--- src/design/sts_pkg.sv ---
// Package for the source token scanner: token kinds, scan modes, result type
// and the byte classification and keyword functions.
// No dependencies.
`timescale 1ns / 1ps

package sts_pkg;

    localparam int PosW      = 16;
    localparam int KwChars   = 8;
    localparam int KwIdxW    = 3;
    localparam logic [PosW-1:0] PosMax = 16'hFFFF;

    localparam logic [5:0] KIND_IDENT    = 6'd0;
    localparam logic [5:0] KIND_INTEGER  = 6'd1;
    localparam logic [5:0] KIND_BOOLEAN  = 6'd2;
    localparam logic [5:0] KIND_AND      = 6'd3;
    localparam logic [5:0] KIND_BOOL     = 6'd4;
    localparam logic [5:0] KIND_BREAK    = 6'd5;
    localparam logic [5:0] KIND_CONTINUE = 6'd6;
    localparam logic [5:0] KIND_DO       = 6'd7;
    localparam logic [5:0] KIND_ELSE     = 6'd8;
    localparam logic [5:0] KIND_IF       = 6'd9;
    localparam logic [5:0] KIND_INT      = 6'd10;
    localparam logic [5:0] KIND_NOT      = 6'd11;
    localparam logic [5:0] KIND_OR       = 6'd12;
    localparam logic [5:0] KIND_RETURN   = 6'd13;
    localparam logic [5:0] KIND_THEN     = 6'd14;
    localparam logic [5:0] KIND_WHILE    = 6'd15;
    localparam logic [5:0] KIND_PLUS     = 6'd16;
    localparam logic [5:0] KIND_MINUS    = 6'd17;
    localparam logic [5:0] KIND_STAR     = 6'd18;
    localparam logic [5:0] KIND_SLASH    = 6'd19;
    localparam logic [5:0] KIND_LPAREN   = 6'd20;
    localparam logic [5:0] KIND_RPAREN   = 6'd21;
    localparam logic [5:0] KIND_LBRACK   = 6'd22;
    localparam logic [5:0] KIND_RBRACK   = 6'd23;
    localparam logic [5:0] KIND_LBRACE   = 6'd24;
    localparam logic [5:0] KIND_RBRACE   = 6'd25;
    localparam logic [5:0] KIND_COMMA    = 6'd26;
    localparam logic [5:0] KIND_SEMI     = 6'd27;
    localparam logic [5:0] KIND_COLON    = 6'd28;
    localparam logic [5:0] KIND_ASSIGN   = 6'd29;
    localparam logic [5:0] KIND_EQUAL    = 6'd30;
    localparam logic [5:0] KIND_EQEQ     = 6'd31;
    localparam logic [5:0] KIND_ARROW    = 6'd32;
    localparam logic [5:0] KIND_LESS     = 6'd33;
    localparam logic [5:0] KIND_LESSEQ   = 6'd34;
    localparam logic [5:0] KIND_GREATER  = 6'd35;
    localparam logic [5:0] KIND_GREATEQ  = 6'd36;
    localparam logic [5:0] KIND_NOTEQ    = 6'd37;
    localparam logic [5:0] KIND_EOF      = 6'd38;
    localparam logic [5:0] KIND_ERROR    = 6'd39;

    typedef enum logic [2:0] {
        MODE_IDLE,
        MODE_NUMBER,
        MODE_NAME,
        MODE_COMMENT,
        MODE_OPERATOR
    } t_mode;

    // One result item.
    typedef struct packed {
        logic [5:0]      kind;
        logic [PosW-1:0] sl;
        logic [PosW-1:0] sc;
        logic [PosW-1:0] el;
        logic [PosW-1:0] ec;
        logic [PosW-1:0] len;
        logic [7:0]      bad;
        logic            last;
    } t_result;

    // Classified byte handed from front to back.
    typedef struct packed {
        logic [7:0] b;
        logic       eot;
        logic       is_num;
        logic       is_letter;
        logic       is_blank;
        logic       is_nl;
        logic       is_hash;
        logic       is_pend;
        logic [5:0] lone;
        logic       lone_ok;
    } t_item;

    typedef logic [KwChars*8-1:0] t_prefix;

    function automatic logic digit_f(input logic [7:0] b);
        return b >= 8'h30 && b <= 8'h39;
    endfunction

    function automatic logic is_letter_f(input logic [7:0] b);
        return (b >= 8'h61 && b <= 8'h7A) || (b >= 8'h41 && b <= 8'h5A) || b == 8'h5F;
    endfunction

    function automatic logic [6:0] lone_f(input logic [7:0] b);
        logic [6:0] r;
        begin
            unique case (b)
                8'h2B: r = {1'b1, KIND_PLUS};
                8'h2D: r = {1'b1, KIND_MINUS};
                8'h2A: r = {1'b1, KIND_STAR};
                8'h2F: r = {1'b1, KIND_SLASH};
                8'h28: r = {1'b1, KIND_LPAREN};
                8'h29: r = {1'b1, KIND_RPAREN};
                8'h5B: r = {1'b1, KIND_LBRACK};
                8'h5D: r = {1'b1, KIND_RBRACK};
                8'h7B: r = {1'b1, KIND_LBRACE};
                8'h7D: r = {1'b1, KIND_RBRACE};
                8'h2C: r = {1'b1, KIND_COMMA};
                8'h3B: r = {1'b1, KIND_SEMI};
                default: r = 7'd0;
            endcase
            return r;
        end
    endfunction

    // Packs a word into the prefix layout: byte i at bits [8i+7:8i].
    function automatic t_prefix word_f(input logic [8*8-1:0] s, input int n);
        t_prefix p;
        begin
            p = '0;
            for (int i = 0; i < 8; i++) begin
                if (i < n) p[i*8 +: 8] = s[(n-1-i)*8 +: 8];
            end
            return p;
        end
    endfunction

    // Keyword lookup over a whole name of at most KwChars bytes.
    function automatic logic [5:0] kw_f(input t_prefix p, input logic [PosW-1:0] len);
        logic [5:0] k;
        begin
            k = KIND_IDENT;
            if (len == 16'd3 && p == word_f("and", 3))      k = KIND_AND;
            if (len == 16'd4 && p == word_f("bool", 4))     k = KIND_BOOL;
            if (len == 16'd5 && p == word_f("break", 5))    k = KIND_BREAK;
            if (len == 16'd8 && p == word_f("continue", 8)) k = KIND_CONTINUE;
            if (len == 16'd2 && p == word_f("do", 2))       k = KIND_DO;
            if (len == 16'd4 && p == word_f("else", 4))     k = KIND_ELSE;
            if (len == 16'd2 && p == word_f("if", 2))       k = KIND_IF;
            if (len == 16'd3 && p == word_f("int", 3))      k = KIND_INT;
            if (len == 16'd3 && p == word_f("not", 3))      k = KIND_NOT;
            if (len == 16'd2 && p == word_f("or", 2))       k = KIND_OR;
            if (len == 16'd6 && p == word_f("return", 6))   k = KIND_RETURN;
            if (len == 16'd4 && p == word_f("then", 4))     k = KIND_THEN;
            if (len == 16'd5 && p == word_f("while", 5))    k = KIND_WHILE;
            if (len == 16'd4 && p == word_f("true", 4))     k = KIND_BOOLEAN;
            if (len == 16'd5 && p == word_f("false", 5))    k = KIND_BOOLEAN;
            return k;
        end
    endfunction

endpackage

--- src/design/sts_front.sv ---
// Front of the scanner: accepts bytes, classifies them and queues them.
// Depends on sts_pkg.
`timescale 1ns / 1ps

module sts_front import sts_pkg::*; (
    input  logic       i_clk,
    input  logic       i_rst_n,
    input  logic       i_valid,
    output logic       o_stall,
    input  logic [7:0] i_text_byte,
    input  logic       i_end_of_text,
    output logic       o_q_valid,
    output t_item      o_q_item,
    input  logic       i_q_pop
);

    // Two-entry queue.
    t_item      r_mem [2];
    logic       r_wp, n_wp, r_rp, n_rp;
    logic [1:0] r_cnt, n_cnt;
    t_item      w_item;
    logic [6:0] w_lone;
    logic       w_push;

    // Classify the incoming byte.
    always_comb begin
        w_lone           = lone_f(i_text_byte);
        w_item.b         = i_text_byte;
        w_item.eot       = i_end_of_text;
        w_item.is_num    = digit_f(i_text_byte);
        w_item.is_letter = is_letter_f(i_text_byte);
        w_item.is_nl     = i_text_byte == 8'h0A;
        w_item.is_blank  = i_text_byte == 8'h20 || i_text_byte == 8'h09 || i_text_byte == 8'h0A;
        w_item.is_hash   = i_text_byte == 8'h23;
        w_item.is_pend   = i_text_byte == 8'h3A || i_text_byte == 8'h3D ||
                           i_text_byte == 8'h3C || i_text_byte == 8'h3E ||
                           i_text_byte == 8'h21;
        w_item.lone      = w_lone[5:0];
        w_item.lone_ok   = w_lone[6];
    end

    assign o_stall   = r_cnt == 2'd2;
    assign w_push    = i_valid && !o_stall;
    assign o_q_valid = r_cnt != 2'd0;
    assign o_q_item  = r_mem[r_rp];

    // Queue pointers.
    always_comb begin
        n_wp  = r_wp ^ w_push;
        n_rp  = r_rp ^ i_q_pop;
        n_cnt = r_cnt + {1'b0, w_push} - {1'b0, i_q_pop};
    end

    always_ff @(posedge i_clk) begin
        if (!i_rst_n) begin
            r_wp  <= 1'b0;
            r_rp  <= 1'b0;
            r_cnt <= 2'd0;
        end else begin
            r_wp  <= n_wp;
            r_rp  <= n_rp;
            r_cnt <= n_cnt;
        end
    end

    always_ff @(posedge i_clk) begin
        if (w_push) r_mem[r_wp] <= w_item;
    end

endmodule

--- src/design/sts_back.sv ---
// Back of the scanner: the token state machine and a four-entry result buffer.
// Depends on sts_pkg.
`timescale 1ns / 1ps

module sts_back import sts_pkg::*; (
    input  logic    i_clk,
    input  logic    i_rst_n,
    input  logic    i_q_valid,
    input  t_item   i_q_item,
    output logic    o_q_pop,
    output logic    o_valid,
    output t_result o_res,
    input  logic    i_stall
);

    t_mode           r_mode, n_mode;
    logic [PosW-1:0] r_line, n_line, r_col, n_col;
    logic [PosW-1:0] r_sl, n_sl, r_sc, n_sc, r_len, n_len;
    t_prefix         r_pre, n_pre;
    logic [7:0]      r_pend, n_pend;

    t_result    r_buf [4];
    logic [1:0] r_wp, r_rp;
    logic [2:0] r_cnt;
    t_result    w_r0, w_r1;
    logic       w_v0, w_v1, w_take, w_pop_out;

    logic            w_done;
    logic [PosW:0]   w_endc;
    logic [PosW-1:0] w_ecs;
    logic [PosW-1:0] w_col_inc, w_line_inc;
    logic [5:0]      w_pair;
    t_result         w_flush_res, w_idle_res;
    logic            w_flush_v, w_idle_v;
    t_item           it;

    // Room for two results is needed before a byte is taken.
    assign w_take    = i_q_valid && (r_cnt <= 3'd2);
    assign o_q_pop   = w_take;
    assign o_valid   = r_cnt != 3'd0;
    assign o_res     = r_buf[r_rp];
    assign w_pop_out = o_valid && !i_stall;
    assign it        = i_q_item;

    assign w_col_inc  = (r_col == PosMax) ? PosMax : r_col + 16'd1;
    assign w_line_inc = (r_line == PosMax) ? PosMax : r_line + 16'd1;

    // End column of a run, saturated.
    always_comb begin
        w_endc = {1'b0, r_sc} + {1'b0, r_len} - 17'd1;
        if (r_len == '0) w_endc = {1'b0, r_sc};
        w_ecs = w_endc[PosW] ? PosMax : w_endc[PosW-1:0];
    end

    // Two-character operator lookup.
    always_comb begin
        w_pair = 6'd0;
        if (it.b == 8'h3D) begin
            unique case (r_pend)
                8'h3A:   w_pair = KIND_ASSIGN;
                8'h3D:   w_pair = KIND_EQEQ;
                8'h3C:   w_pair = KIND_LESSEQ;
                8'h3E:   w_pair = KIND_GREATEQ;
                8'h21:   w_pair = KIND_NOTEQ;
                default: w_pair = 6'd0;
            endcase
        end else if (it.b == 8'h3E && r_pend == 8'h3D) begin
            w_pair = KIND_ARROW;
        end
    end

    // Result that closes the pending token.
    always_comb begin
        w_flush_res = '0;
        w_flush_v   = 1'b0;
        unique case (r_mode)
            MODE_NUMBER, MODE_NAME: begin
                w_flush_v        = 1'b1;
                w_flush_res.kind = (r_mode == MODE_NUMBER) ? KIND_INTEGER :
                                   (r_len > 16'(KwChars)) ? KIND_IDENT : kw_f(r_pre, r_len);
                w_flush_res.sl   = r_sl;
                w_flush_res.sc   = r_sc;
                w_flush_res.el   = r_sl;
                w_flush_res.ec   = w_ecs;
                w_flush_res.len  = r_len;
            end
            MODE_OPERATOR: begin
                w_flush_v = 1'b1;
                w_flush_res.sl  = r_sl;
                w_flush_res.sc  = r_sc;
                w_flush_res.el  = r_sl;
                w_flush_res.ec  = r_sc;
                w_flush_res.len = 16'd1;
                unique case (r_pend)
                    8'h3A:   w_flush_res.kind = KIND_COLON;
                    8'h3D:   w_flush_res.kind = KIND_EQUAL;
                    8'h3C:   w_flush_res.kind = KIND_LESS;
                    8'h3E:   w_flush_res.kind = KIND_GREATER;
                    default: begin
                        w_flush_res.kind = KIND_ERROR;
                        w_flush_res.bad  = r_pend;
                    end
                endcase
            end
            default: w_flush_v = 1'b0;
        endcase
    end

    // Single-byte result from idle.
    always_comb begin
        w_idle_res     = '0;
        w_idle_res.sl  = r_line;
        w_idle_res.sc  = r_col;
        w_idle_res.el  = r_line;
        w_idle_res.ec  = r_col;
        w_idle_res.len = 16'd1;
        w_idle_v       = 1'b0;
        if (it.is_blank || it.is_hash || it.is_num || it.is_letter || it.is_pend) begin
            w_idle_v = 1'b0;
        end else if (it.lone_ok) begin
            w_idle_v        = 1'b1;
            w_idle_res.kind = it.lone;
        end else begin
            w_idle_v        = 1'b1;
            w_idle_res.kind = KIND_ERROR;
            w_idle_res.bad  = it.b;
        end
    end

    // Next state and results of one byte.
    always_comb begin
        n_mode = r_mode; n_line = r_line; n_col = r_col;
        n_sl = r_sl; n_sc = r_sc; n_len = r_len; n_pre = r_pre; n_pend = r_pend;
        w_r0 = '0; w_r1 = '0; w_v0 = 1'b0; w_v1 = 1'b0;
        w_done = 1'b0;
        if (it.eot) begin
            w_v0 = w_flush_v;
            w_r0 = w_flush_res;
            w_v1 = 1'b1;
            w_r1.kind = KIND_EOF;
            w_r1.sl = r_line; w_r1.sc = r_col; w_r1.el = r_line; w_r1.ec = r_col;
            w_r1.len = 16'd5;
            n_mode = MODE_IDLE; n_line = 16'd1; n_col = 16'd1;
            n_sl = 16'd1; n_sc = 16'd1; n_len = '0; n_pre = '0; n_pend = '0;
        end else begin
            unique case (r_mode)
                MODE_NUMBER: w_done = it.is_num;
                MODE_NAME:   w_done = it.is_num || it.is_letter;
                MODE_COMMENT: w_done = !it.is_nl;
                MODE_OPERATOR: w_done = w_pair != 6'd0;
                default:     w_done = 1'b0;
            endcase
            if (w_done) begin
                if (r_mode == MODE_NAME && r_len < 16'(KwChars))
                    n_pre[r_len[KwIdxW-1:0]*8 +: 8] = it.b;
                if ((r_mode == MODE_NAME || r_mode == MODE_NUMBER) && r_len != PosMax)
                    n_len = r_len + 16'd1;
                if (r_mode == MODE_OPERATOR) begin
                    w_v1 = 1'b1;
                    w_r1.kind = w_pair;
                    w_r1.sl = r_sl; w_r1.sc = r_sc; w_r1.el = r_line; w_r1.ec = r_col;
                    w_r1.len = 16'd2;
                    n_pend = '0;
                    n_mode = MODE_IDLE;
                end
                n_col = w_col_inc;
            end else begin
                w_v0   = w_flush_v;
                w_r0   = w_flush_res;
                n_mode = MODE_IDLE;
                n_pend = (r_mode == MODE_OPERATOR) ? 8'd0 : r_pend;
                w_v1   = w_idle_v;
                w_r1   = w_idle_res;
                if (it.is_hash) begin
                    n_mode = MODE_COMMENT;
                end else if (it.is_num || it.is_letter || (it.is_pend && !it.lone_ok)) begin
                    n_sl = r_line; n_sc = r_col; n_len = 16'd1;
                    if (it.is_num) n_mode = MODE_NUMBER;
                    else if (it.is_letter) begin
                        n_mode = MODE_NAME;
                        n_pre  = '0;
                        n_pre[7:0] = it.b;
                    end else begin
                        n_mode = MODE_OPERATOR;
                        n_pend = it.b;
                    end
                end
                if (it.is_nl) begin
                    n_line = w_line_inc;
                    n_col  = 16'd1;
                end else begin
                    n_col = w_col_inc;
                end
            end
        end
        // Mark the final result of this byte.
        if (w_v1) w_r1.last = 1'b1;
        else      w_r0.last = 1'b1;
    end

    always_ff @(posedge i_clk) begin
        if (!i_rst_n) begin
            r_mode <= MODE_IDLE;
            r_line <= 16'd1; r_col <= 16'd1;
            r_sl <= 16'd1; r_sc <= 16'd1; r_len <= '0;
            r_pre <= '0; r_pend <= '0;
        end else if (w_take) begin
            r_mode <= n_mode;
            r_line <= n_line; r_col <= n_col;
            r_sl <= n_sl; r_sc <= n_sc; r_len <= n_len;
            r_pre <= n_pre; r_pend <= n_pend;
        end
    end

    // Result buffer: up to two writes, one read per cycle.
    always_ff @(posedge i_clk) begin
        if (!i_rst_n) begin
            r_wp <= '0; r_rp <= '0; r_cnt <= '0;
        end else begin
            r_wp  <= r_wp + {1'b0, w_take && w_v0} + {1'b0, w_take && w_v1};
            r_rp  <= r_rp + {1'b0, w_pop_out};
            r_cnt <= r_cnt + {2'b0, w_take && w_v0} + {2'b0, w_take && w_v1}
                     - {2'b0, w_pop_out};
        end
    end

    always_ff @(posedge i_clk) begin
        if (w_take && w_v0) r_buf[r_wp] <= w_r0;
        if (w_take && w_v1) r_buf[w_v0 ? r_wp + 2'd1 : r_wp] <= w_r1;
    end

endmodule

--- src/design/source_token_scanner.sv ---
// Top level of the source token scanner: front classifier and back tokenizer.
// Depends on sts_pkg, sts_front and sts_back.
//
//   Channel | Direction | Fields
//   input   | in        | i_text_byte, i_end_of_text (i_valid / o_stall)
//   result  | out       | o_token_kind .. o_last_of_run (o_valid / i_stall)
//
// One byte per cycle is sustained while the four-entry result buffer has room; a
// byte is registered in the front queue and its results in the result buffer before
// they can be taken. A two-result byte holds the back only as that buffer fills.
// Reset is synchronous and returns line and column to 1 with both queues empty.
// A stalled result keeps its fields; the front keeps taking bytes until its
// two-entry queue is full.
`timescale 1ns / 1ps

module source_token_scanner import sts_pkg::*; (
    input  logic        i_clk,
    input  logic        i_rst_n,
    input  logic        i_valid,
    output logic        o_stall,
    input  logic [7:0]  i_text_byte,
    input  logic        i_end_of_text,
    output logic        o_valid,
    input  logic        i_stall,
    output logic [5:0]  o_token_kind,
    output logic [15:0] o_start_line,
    output logic [15:0] o_start_column,
    output logic [15:0] o_end_line,
    output logic [15:0] o_end_column,
    output logic [15:0] o_token_length,
    output logic [7:0]  o_bad_byte,
    output logic        o_last_of_run
);

    logic    w_q_valid, w_q_pop;
    t_item   w_q_item;
    t_result w_res;

    // Byte classification and queue.
    sts_front u_front (
        .i_clk, .i_rst_n, .i_valid, .o_stall, .i_text_byte, .i_end_of_text,
        .o_q_valid(w_q_valid), .o_q_item(w_q_item), .i_q_pop(w_q_pop)
    );

    // Token state machine and result buffer.
    sts_back u_back (
        .i_clk, .i_rst_n, .i_q_valid(w_q_valid), .i_q_item(w_q_item),
        .o_q_pop(w_q_pop), .o_valid, .o_res(w_res), .i_stall
    );

    assign o_token_kind   = w_res.kind;
    assign o_start_line   = w_res.sl;
    assign o_start_column = w_res.sc;
    assign o_end_line     = w_res.el;
    assign o_end_column   = w_res.ec;
    assign o_token_length = w_res.len;
    assign o_bad_byte     = w_res.bad;
    assign o_last_of_run  = w_res.last;

endmodule

--- config.mk ---
export PLATFORM = sky130hd
export DESIGN_NAME = source_token_scanner
export DESIGN_NICKNAME = d
export VERILOG_FILES = /design/src/design/sts_pkg.sv /design/src/design/sts_front.sv /design/src/design/sts_back.sv /design/src/design/source_token_scanner.sv
export SDC_FILE = /design/constraint.sdc
export NUM_CORES = 1
export LEC_CHECK = 0
export BUFFER_PORTS_ARGS = -buffer_cell sky130_fd_sc_hd__buf_2
export CAP_MARGIN = 20
export CORE_UTILIZATION = 64
export DETAILED_ROUTE_END_ITERATION = 10
export PLACE_DENSITY_LB_ADDON = 0.12
export SLEW_MARGIN = 0
export SYNTH_ARGS = -nofsm -noshare
export SYNTH_HDL_FRONTEND = slang
export SYNTH_HIERARCHICAL = 1
export SYNTH_SLANG_ARGS = --single-unit
--- constraint.sdc ---
create_clock -name i_clk -period 7.5 [get_ports i_clk]
set_input_delay 1.125 -clock i_clk [delete_from_list [all_inputs] [get_ports i_clk]]
set_output_delay 1.125 -clock i_clk [all_outputs]
set_load 0.1 [all_outputs]
== Word-level counts from Yosys, hierarchy flattened ==
Memories as Yosys holds them, arrays and structs flattened. A register that Yosys moved wholly into a read port is not among the register bits.
Cells that the tools add are included.
Storage, ports and cells
  memories kept: 2
  memory bits (writable): 424
  output and inout bits: 97
  register bits: 166
Memories
  u_back.r_buf: words 4, width 95, read ports 1, clocked after memory_dff 1, write ports 2, RTL line sts_back.sv:22  | t_result r_buf [4];
  u_front.r_mem: words 2, width 22, read ports 1, clocked after memory_dff 1, write ports 1, RTL line sts_front.sv:18  | t_item r_mem [2];
Cells by class
  bitwise gates (word level): 2
  shift-type cells: 2
  reduce and logical (&&, ||, !) cells: 62
  $add $sub $neg: 15
  eq/ne operators: 65
  mux-type cells: 101
  order comparisons: 9
Operators with widths (count)
  two-way mux 64 bit: 7
  two-way mux 16 bit: 22
  two-way mux 86 bit: 3
  == test 64 x 31 -> 1 bit, second input constant: 4
  == test 64 x 15 -> 1 bit, second input constant: 3
  == test 64 x 23 -> 1 bit, second input constant: 3
  == test 64 x 39 -> 1 bit, second input constant: 3
  two-way mux 95 bit: 2
  == test 8 x 6 -> 1 bit, second input constant: 22
  case mux 86 bit (2 select lines): 1
  two-way mux 8 bit: 11
  case mux 7 bit (12 select lines): 1
  bitwise mux 64 bit: 1
  == test 64 x 47 -> 1 bit, second input constant: 1
  == test 64 x 63 -> 1 bit, second input constant: 1
  variable shift 8 x 34 -> 64 bit, first input constant: 1
  variable part select 8 x 34 -> 64 bit: 1
  adder 16 x 1 -> 16 bit, second input constant: 3
  == test 16 x 3 -> 1 bit, second input constant: 3
  two-way mux 6 bit: 7
  == test 8 x 7 -> 1 bit, second input constant: 5
  two-way mux 4 bit: 9
  negator 6 -> 34 bit: 1
  two-way mux 3 bit: 11
  48 further kinds: 130

== Logic depth before layout (Yosys ltp) ==
  depth in word-level cells: 23
  mapped depth: 17

== By module ==
The synthesis kept the hierarchy.
By module, submodules not included
  sts_back: cells each 2479, times used 1, area an instance 27548.9 um^2
  sts_front: cells each 145, times used 1, area an instance 2034.5 um^2

== Least setup slack after synthesis ==
No wires, ideal clock.
  path kind: reg-to-reg
  start point: reg (tool-made name)
  end point: mem u_back/r_buf[0][0] (netlist name), enable pin
  buffers on the path: 5
  slack: 2.477 ns
  cell stages (with the launch flop): 14
  required time: 7.065 ns
  arrival time: 4.587 ns
  cells stage by stage: dfxtp_1 > buf_2 > mux2_2 > clkbuf_1 > a311o_1 > or3_1 > clkbuf_1 > nand2_1 > o21a_1 > buf_2 > mux2i_1 > a21oi_1 > clkbuf_1 > inv_1
RTL lines (RTL line)
  end: declaration: sts_back.sv:22

==> metrics.txt <==
critical path start-end classification=flip-flop to flip-flop; count of state elements after synthesis=587; Top Family by Delay on Critical Path=buffers and inverters; Slowest-stage cell, CP=dfxtp_1; Post-synth EDFFs=368; Syn Area/Cell=11.27 sq um; Placer Congestion=0.9721; Vias=24,110; placed insts=3,134; Core Region=0.04548 sq mm; Die Span Y=217.0 um; Tightest Pin Transition=1.116 ns; hpwl dp=59,380 um; Leakage Power=10.07 nW; die area=0.04709 sq mm; Initial Utilization=65.05%; Worst Hold Class=flip-flop to flip-flop; hold slack final=0.4577 ns; outcome=finished, final reports clean; TritonCTS Buffers=59; pin count of the biggest net entering global routing=76; clock sinks=587; Final Util=70.94%; router iterations before antenna repair=8; final setup margin=1.508 ns; setup tns final=0 ns; total grt overflow=0; port bufs=109; Final ANT Viol Nets=0; Root Driver=clkbuf_16; routed length per instance=28.06 um; top-count cell post-synth=edfxtp_1; Crit path top cell by count=buf_4; top_reg_cell synth=edfxtp_1; RSZ-0062 raised after global routing=false; critical-path cell list=mux2_2 > a311o_1 > or3_2 > nand2_1 > o21a_1 > mux2i_4 > buf_4 > a21oi_1 > buf_4 > clkinv_2 > buf_12; P per Cell Area=358.9 mW/mm^2; max cap viols=0; Mapped Area=0.02958 sq mm; crit path time final=5.992 ns; Ports=110; TritonCTS clock tree=built; Die X-Extent=217.0 um; Synth top area share=37.35%; Seq/Total Area, Yosys=52.17%; cts hold-fix bufs=0; Nets=2,664; max incr delay on CP=0.89 ns; Rows=78; crit path max fanout=43; via/cell ratio=7.424; CP endpoint kind=flip-flop; area post-placement=0.03036 sq mm; crit start category=flip-flop; worst endpoint required time=7.79 ns; GRT Util Overall=38.34%; Clock Pin Slew Worst Setup and Hold Paths=0.06 ns; antenna cell count=0; commonest cells in the netlist=368 x edfxtp_1, 219 x dfxtp_1, 196 x o22ai_1; WP buf/inv=4; H-tree Lvls=2; cell accounting for the most synthesized area=edfxtp_1; Non-Filler Instances=3,247; Final Cycle Share=79.90%; Hold Violations, Final=0; dpl ws=1.629 ns; Mapped Nets=2,690; Max VDD drop=0.0005556 V; fin. max-slew vios=0; # setup viols final=0; filler instances=3,249; final instance area=0.03226 sq mm; initial antenna violation count=1; Synth cell types=93; Hold Crit Start=u_back/r_pre[44]$_SDFFE_PN0P_; async set-reset flop share out of synthesis=0%; Post-CTS Setup Repair Bufs=0; DR iter-0 viols=3,923; Peak Freq=166.9 MHz; synth top area cells=edfxtp_1 37%, dfxtp_1 15%, mux4_2 7.2%; Area Overhead vs Synth=9.064%; clock latency on the worst-skew pair=0.63 ns; post-CTS resize count=0; vias in the first global route=23,000; Routed WL=91,110 um; ratio of cells with drive above 1 in the final layout=15.49%; first-pass GRT wire length=137,600 um; CTS max path bufs=3; # DRC=0; worst rel slew slack=24.57%; Post-Syn Instances=2,624; clk_skew=0.02262 ns; Synthesis Warnings=6; CP Data Arrival Time=6.28 ns; total power draw=11.58 mW
[layout make-up]
type	instances	area [sq um]	area share [%]
Clock inverter	28	274.0	0.8493
Clock buffer	82	1604	4.972
Tap cell	600	750.7	2.327
Timing Repair Buffer	160	958.4	2.970
Sequential cell	587	15440	47.86
Multi-Input combinational cell	1670	12780	39.61
Inverter	120	455.4	1.412
[final timing paths]
kind | end | slack [ns] | cells past startpoint
setup / recovery | u_back/r_buf[2][91]$_DFFE_PP_ | 1.51 | 11
hold / removal | u_back/r_pre[44]$_SDFFE_PN0P_ | 0.46 | 1
setup reg to reg | u_back/r_buf[2][91]$_DFFE_PP_ | 1.51 | 11
hold reg to reg | u_back/r_pre[44]$_SDFFE_PN0P_ | 0.46 | 1
[state kept, by name, summed over array words and instances, names as in the netlist, named ones only]
register       count
u_back/r_line     16
u_back/r_col      16
u_back/r_rp        2
u_back/r_pre      64
u_back/r_wp        2
u_back/r_buf     380
u_front/r_mem     40
u_back/r_mode      3
u_front/r_rp       1
u_back/r_len      16
u_front/r_cnt      2
u_back/r_pend      8
u_front/r_wp       1
u_back/r_sl       16
u_back/r_sc       16
u_back/r_cnt       3
[worst register-to-register path, cell delays in order, from the launching register on]
cell	delay, ns
dfxtp_1	0.89
mux2_2	0.47
a311o_1	0.35
or3_2	0.72
nand2_1	0.39
o21a_1	0.69
mux2i_4	0.33
buf_4	0.46
a21oi_1	0.08
buf_4	0.23
clkinv_2	0.58
buf_12	0.44
[layer usage]
metal  up-vias  GRT usage (%)  wire length, um
li1      10250              -                -
met3       311          8.973            11580
met4         2          18.05             4488
met2      1880          61.11            42460
met1     11660          49.72            32570
met5         -              0               13
[cells by family (layout without fill, tap and decap cells)]
logic type                 Yosys count  after routing  synth area share (%)
and+or+nand+nor                    725            725                 12.73
muxes                              126            126                 8.383
xor gates and xnor gates            30             30                0.8882
other                                1              1               0.01268
DFF                                587            587                 52.17
adders and majority gates           53             53                 2.343
AOI/OAI and AO/OA                  735            735                 18.59
buffers and inverters              367            390                 4.876
[power by group]
group | switching (mW) | total [mW] | internal, mW
Sequential | 0.195 | 4.03 | 3.83
Combinational | 3.69 | 4.64 | 0.950
Clock | 1.25 | 2.92 | 1.66
[cells in the final DEF, fill, tap and decap left out, types with 95 or more instances in the layout]
cell      netlist  layout
a32o_1        170     170
buf_2          27     110
dfxtp_1       219     217
edfxtp_1      368     368
inv_1         118     113
mux4_2         95      95
nand2_1       194     194
nand3_1       105     105
nor2_1        105     103
o22ai_1       196     196
No activity file was read; power rests on OpenSTA's default activity.
